--- src/rtl/pal_sync_line_tracker_defines.svh ---
// Assertion macros used by the line tracker top level.
`ifndef PAL_SYNC_LINE_TRACKER_DEFINES_SVH
`define PAL_SYNC_LINE_TRACKER_DEFINES_SVH

// Implication checked at every clock edge, muted while reset is low.
`define PST_ASSERT_IMPL(lbl, ante, cons, msg) \
  lbl: assert property (@(posedge clk_i) disable iff (!rst_ni) (ante) |-> (cons)) \
    else $error(msg);

// Plain property checked at every clock edge, muted while reset is low.
`define PST_ASSERT_ALWAYS(lbl, prop, msg) \
  lbl: assert property (@(posedge clk_i) disable iff (!rst_ni) (prop)) \
    else $error(msg);

`endif

--- src/rtl/pst_pkg.sv ---
// Types and constants of the PAL sync line tracker.
package pst_pkg;

  localparam int LINE_PIXELS = 256;
  localparam int FRAME_LINES = 625;
  localparam int LINE_SCALE  = LINE_PIXELS / 64;

  localparam int TS_W   = 32;
  localparam int CFG_W  = 32;
  localparam int PIX_W  = 8;
  localparam int LINE_W = 10;
  localparam int SSC_W  = 8;
  localparam int PROD_W = 2 * TS_W;
  localparam int Q_FRAC = 24;

  localparam int LINE_END_IDX = LINE_PIXELS - LINE_PIXELS / 5;
  localparam int SHORT_LO_IDX = LINE_PIXELS / 3;
  localparam int SHORT_HI_IDX = LINE_PIXELS - LINE_PIXELS / 3;
  localparam int SSC_MAX      = 255;

  localparam int FIELD1_LINE = 6;
  localparam int FIELD2_LINE = 318;
  localparam int ROW_SPLIT   = 313;
  localparam int LONG_MIN_US = 25;
  localparam int LONG_MAX_US = 35;

  typedef enum logic [1:0] {
    CFG_US_PER_TICK  = 2'd0,
    CFG_LINE_PERIOD  = 2'd1,
    CFG_SYNC_TIMEOUT = 2'd2
  } cfg_idx_e;

  // Timing of one event after the scaling multiplies.
  typedef struct packed {
    logic              fall;
    logic              rise;
    logic              skip;
    logic              luma;
    logic [PROD_W-1:0] idx_prod;
    logic [PROD_W-1:0] us_prod;
  } timing_t;

  typedef struct packed {
    logic [PIX_W-1:0]  pixel_x;
    logic [LINE_W-1:0] pixel_line;
    logic [LINE_W-1:0] screen_row;
    logic              pixel_white;
    logic              line_done;
    logic [LINE_W-1:0] done_line;
    logic              frame_start;
    logic              second_field;
    logic              vsync_error;
    logic              line_skipped;
  } result_t;

endpackage

--- src/rtl/pst_line_ctrl.sv ---
// Line counting, short sync counting and field decision; result register.
module pst_line_ctrl import pst_pkg::*; (
  input  logic    clk_i,
  input  logic    rst_ni,
  input  logic    load_i,
  input  timing_t timing_i,
  output result_t res_o
);

  localparam int SCALE_W = $clog2(LINE_SCALE + 1);
  localparam int IDXS_W  = PROD_W + SCALE_W;
  localparam int IDX_W   = IDXS_W - Q_FRAC;
  localparam int US_W    = PROD_W - Q_FRAC;

  logic [SSC_W-1:0]  ssc_q, ssc_d;
  logic [SSC_W-1:0]  pssc_q, pssc_d;
  logic [LINE_W-1:0] line_q, line_d;

  logic [IDXS_W-1:0] idx_scaled;
  logic [IDX_W-1:0]  idx;
  logic [US_W-1:0]   us;
  logic              line_end, short_sync;
  logic [LINE_W-1:0] line_base;
  logic [LINE_W:0]   line_inc;
  logic [LINE_W:0]   row_wide;
  result_t           res_d;

  always_comb begin
    idx_scaled = IDXS_W'(timing_i.idx_prod) * IDXS_W'(LINE_SCALE);
    idx        = idx_scaled[IDXS_W-1:Q_FRAC];
    us         = timing_i.us_prod[PROD_W-1:Q_FRAC];
    line_end   = timing_i.fall && (idx > IDX_W'(LINE_END_IDX));
    short_sync = timing_i.fall && !line_end && (idx > IDX_W'(SHORT_LO_IDX)) &&
                 (idx < IDX_W'(SHORT_HI_IDX));

    ssc_d     = ssc_q;
    pssc_d    = pssc_q;
    line_d    = line_q;
    line_base = line_q;
    line_inc  = '0;
    res_d     = '0;

    if (line_end) begin
      if (ssc_q != '0) begin
        if (ssc_q > pssc_q) begin
          line_base         = LINE_W'(FIELD1_LINE);
          res_d.frame_start = 1'b1;
        end else if (ssc_q < pssc_q) begin
          line_base          = LINE_W'(FIELD2_LINE);
          res_d.second_field = 1'b1;
        end else begin
          res_d.vsync_error = 1'b1;
        end
        pssc_d = ssc_q;
        ssc_d  = '0;
      end
      res_d.line_done = 1'b1;
      res_d.done_line = line_base;
      line_inc        = {1'b0, line_base} + (LINE_W+1)'(1);
      line_d          = (line_inc >= (LINE_W+1)'(FRAME_LINES)) ? '0 : line_inc[LINE_W-1:0];
    end else if (short_sync && (ssc_q != SSC_W'(SSC_MAX))) begin
      ssc_d = ssc_q + SSC_W'(1);
    end

    // long sync ends between the two limits: drop the short sync run
    if (timing_i.rise && (us > US_W'(LONG_MIN_US)) && (us < US_W'(LONG_MAX_US))) begin
      ssc_d = '0;
    end

    if (line_end) begin
      res_d.pixel_x = '0;
    end else if (idx >= IDX_W'(LINE_PIXELS)) begin
      res_d.pixel_x = PIX_W'(LINE_PIXELS - 1);
    end else begin
      res_d.pixel_x = idx[PIX_W-1:0];
    end

    if (line_d < LINE_W'(ROW_SPLIT)) begin
      row_wide = {line_d, 1'b0};
    end else begin
      row_wide = {line_d - LINE_W'(ROW_SPLIT), 1'b1};
    end

    res_d.pixel_line   = line_d;
    res_d.screen_row   = row_wide[LINE_W-1:0];
    res_d.pixel_white  = timing_i.luma;
    res_d.line_skipped = timing_i.skip;
  end

  always_ff @(posedge clk_i or negedge rst_ni) begin
    if (!rst_ni) begin
      ssc_q  <= '0;
      pssc_q <= '0;
      line_q <= '0;
    end else if (load_i) begin
      ssc_q  <= ssc_d;
      pssc_q <= pssc_d;
      line_q <= line_d;
    end
  end

  always_ff @(posedge clk_i) begin
    if (load_i) begin
      res_o <= res_d;
    end
  end

endmodule

--- config.mk ---
export PLATFORM = sky130hd
export DESIGN_NAME = pst_line_ctrl
export DESIGN_NICKNAME = d
export VERILOG_FILES = /design/src/rtl/pal_sync_line_tracker_defines.svh /design/src/rtl/pst_pkg.sv /design/src/rtl/pst_line_ctrl.sv
export SDC_FILE = /design/constraint.sdc
export NUM_CORES = 1
export LEC_CHECK = 0
export BUFFER_PORTS_ARGS = -buffer_cell sky130_fd_sc_hd__buf_2
export CORE_MARGIN = 3
export CORE_UTILIZATION = 37
export CTS_CLUSTER_SIZE = 14
export DETAILED_ROUTE_END_ITERATION = 10
export HOLD_SLACK_MARGIN = 0.15
export SETUP_SLACK_MARGIN = 0.15
export SYNTH_ARGS = -nofsm -noshare
export SYNTH_HDL_FRONTEND = slang
export SYNTH_SLANG_ARGS = --single-unit
--- constraint.sdc ---
create_clock -name clk_i -period 5.9 [get_ports clk_i]
set_clock_uncertainty 0.1 [all_clocks]
set_input_delay 0.59 -clock clk_i [delete_from_list [all_inputs] [get_ports clk_i]]
set_output_delay 0.59 -clock clk_i [all_outputs]
set_load 0.05 [all_outputs]
==> results.py <==
metrics = {
    "clock_network": {
        "clkTransAtPathRegs_ns": 0.06,
        "cts-resized-gates": 0,
        "cts_setup_buffers": 0,
        "htree_levels": 3,
        "cts_tree": "built",
        "cts_max_path_buffers": 2,
        "clock_latency_ns": 0.33,
        "cts-root-buf": "clkbuf_16",
        "cts-hold-fix-buffers": 0,
        "cts.sinks": 70,
        "numCtsBuffers": 9,
    },
    "route": {
        "routed_wl_um": 10500,
        "drc_errors": 0,
        "detail_route.wl_per_cell_um": 15.0,
        "final_antenna_net_count": 0,
        "viasPerCell": 5.25,
        "first_pass_iters": 4,
        "num_vias": 3679,
        "drtIter0Drc": 217,
    },
    "job": {
        "cap_violations": 0,
    },
    "synth": {
        "ys.flop_type": "edfxtp_1",
        "synth_edf_count": 44,
        "syn-num-nets": 566,
        "syn_inst": 418,
        "synth_area_leaders": "edfxtp_1 (32%), dfrtp_1 (16%), nor2_1 (4.2%)",
        "synthArstFlopShare_pct": 37.1,
        "synth-seq-cells": 70,
        "synth-adder-area-share_pct": 3.90,
        "yosysSeqAreaShare_pct": 47.3,
        "synthXorXnorAreaFrac_pct": 1.89,
        "synthSimpleGateAreaFrac_pct": 20.5,
        "yosysTopAreaCell": "edfxtp_1",
        "synth_compound_area_share_pct": 19.2,
        "yosysMostFrequentCell": "nor2_1",
        "yosys_warnings": 0,
        "synth.top_cell.area_share_pct": 31.7,
        "synth_cell_types": 74,
        "synth_top_family_by_area": "simple AND/OR/NAND/NOR gates",
        "syn_area_per_cell_um2": 9.97,
        "synthMuxAreaShare_pct": 2.91,
        "synthesis.area_mm2": 0.00417,
        "netlist_top_cells_count": "nor2_1 (47), edfxtp_1 (44), nand2_1 (32), a21oi_1 (28), o21ai_0 (28)",
    },
    "power_and_ir_drop": {
        "vdd_ir_drop_max_uv": 331,
        "p_leak_nw": 2.29,
        "powerDensity_mw_per_mm2": 660,
    },
    "critical_path": {
        "cp.arrival_ns": 5.11,
        "r2r-start": "ssc_q[7]$_DFFE_PN0P_",
        "critical_path_class": "reg2reg",
        "critPathRequiredTime_ns": 5.87,
        "worstSetupStartpoint": "ssc_q[7]$_DFFE_PN0P_",
        "path_max_fanout": 10,
        "start_kind": "flop",
        "crit_path_end_kind": "flop",
    },
    "floorplan": {
        "start_util_pct": 38.1,
        "num_rows": 38,
        "ios": 179,
        "die_w_um": 112,
        "die_h_um": 112,
        "core_area_mm2": 0.0109,
        "die_area_mm2": 0.0126,
    },
    "grt": {
        "grt_pass1_wl_um": 17300,
        "antenna_found_initial": 0,
        "grt_pass1_vias": 3529,
        "grt_util_all_layers_pct": 16.7,
        "grt_start_max_net_pins": 65,
        "gr-total-overflow": 0,
    },
    "sta": {
        "relSlewSlack_pct": 50.1,
        "fin_crit_sh_pct": 87.1,
        "finalSetupViolCount": 0,
        "hold_violations": 0,
        "tightestPinTransition_ns": 0.748,
        "period_needed_ns": 5.14,
        "drv_slew": 0,
        "rsz0062_at_grt": "false",
        "final.setup.tns_ns": 0,
        "clock.fmax_mhz": 195,
    },
    "finish": {
        "fin_nets": 704,
        "layout-drive-gt1-share_pct": 34.0,
        "syn2layout_area_growth_pct": 28.2,
        "fill_cells": 1032,
        "num_antenna_cells": 0,
        "utilization_pct": 48.9,
    },
    "outcome": {
        "status": "complete, no violations",
    },
    "min_path": {
        "worstHoldPathType": "in2async",
    },
    "place": {
        "gp_congestion": 0.874,
        "io_buffers": 132,
        "dpl.hpwl_um": 7980,
    },
}
[cell families after synthesis]
| kind of cell | count (synthesis) |
|---|---|
| multiplexers | 11 |
| buffers and inverters | 41 |
| adder cells (fa/ha/maj) | 13 |
| flip-flops | 70 |
| XOR/XNOR | 9 |
| AO/OA/AOI/OAI | 112 |
| AND/OR/NAND/NOR | 162 |
[registers in the layout, summed over array words and instances (netlist names)]
register and cells:
line_q 10, pssc_q 8, res_o 44, ssc_q 8
[per-layer routing]
layer  global-route usage, %  share of wire [%]
met5                       0                  0
met4                    4.33               0.96
met1                    24.4                 49
met3                    3.99                5.2
met2                    25.0                 45
[report_power, final]
group | switching (mW) | internal (mW)
logic | 1.34 | 0.715
clock network | 0.189 | 0.410
registers | 0.118 | 0.752
[layout by cell type (no fill, tap or decap), types with 5 or more instances in the layout]
cell / synthesis / final
a211oi_1: 6 / 6
a21oi_1: 28 / 28
and3_1: 8 / 8
buf_2: 6 / 132
buf_4: 2 / 13
clkbuf_16: 0 / 9
dfrtp_1: 26 / 26
edfxtp_1: 44 / 44
ha_1: 13 / 13
inv_1: 20 / 20
mux2_2: 9 / 9
nand2_1: 32 / 32
nand2b_1: 6 / 6
nand3_1: 16 / 16
nand4_1: 7 / 7
nor2_1: 47 / 47
nor4_1: 17 / 17
o21ai_0: 28 / 28
xnor2_1: 5 / 5
[final timing paths]
path,end,slack [ns],cells past startpoint
setup reg to reg,res_o[21]$_DFFE_PP_,0.76,20
hold reg to reg,pssc_q[1]$_DFFE_PN0P_,0.38,2
setup / recovery,res_o[21]$_DFFE_PP_,0.76,20
hold / removal,line_q[7]$_DFFE_PN0P_,0.19,1
min in group clk_i,res_o[15]$_DFFE_PP_,0.34,1
max in group asynchronous,ssc_q[7]$_DFFE_PN0P_,5.08,1
[cell type report]
class                      count  area, um^2  share of cell area, %
multi-input combinational    307        2020                   37.8
sequential                    70        1970                   36.9
timing repair buffer         145         758                   14.2
clock buffer                  11         233                   4.36
tap                          140         175                   3.28
clock inverter                 5        97.6                   1.83
inverter                      23        87.6                   1.64
[per-stage QoR]
stage / hold WS [ns] / power [mW] / cells / setup slack, ns / instance area, um^2
after floorplan: 0.194 / 2.43 / 418 / 1.14 / 4170
after global placement: 0.369 / 2.89 / 685 / 0.916 / 5010
after detailed placement: 0.376 / 2.93 / 685 / 0.815 / 5010
after CTS: 0.207 / 3.54 / 701 / 0.787 / 5340
after global routing: 0.244 / 3.77 / 701 / 0.293 / 5340
final: 0.191 / 3.53 / 701 / 0.761 / 5340
[worst max-delay path, stage by stage, from the launching register on]
cell       delay, ns
dfrtp_1         0.44
ha_1            0.35
nand4_1         0.19
or2_2           0.38
nand2_2         0.19
o21ai_1         0.12
nor2_1          0.21
ha_1            0.31
nor3b_1         0.35
a31oi_1         0.15
o21a_1          0.20
a21oi_1         0.11
o32a_1          0.23
o22ai_2         0.11
nor2_1          0.27
a21boi_0        0.19
ha_1            0.24
nand2_1         0.16
nand3_4         0.14
a2111oi_4       0.33
xor2_1          0.10
Note: power is estimated with default switching activity, not from simulation.
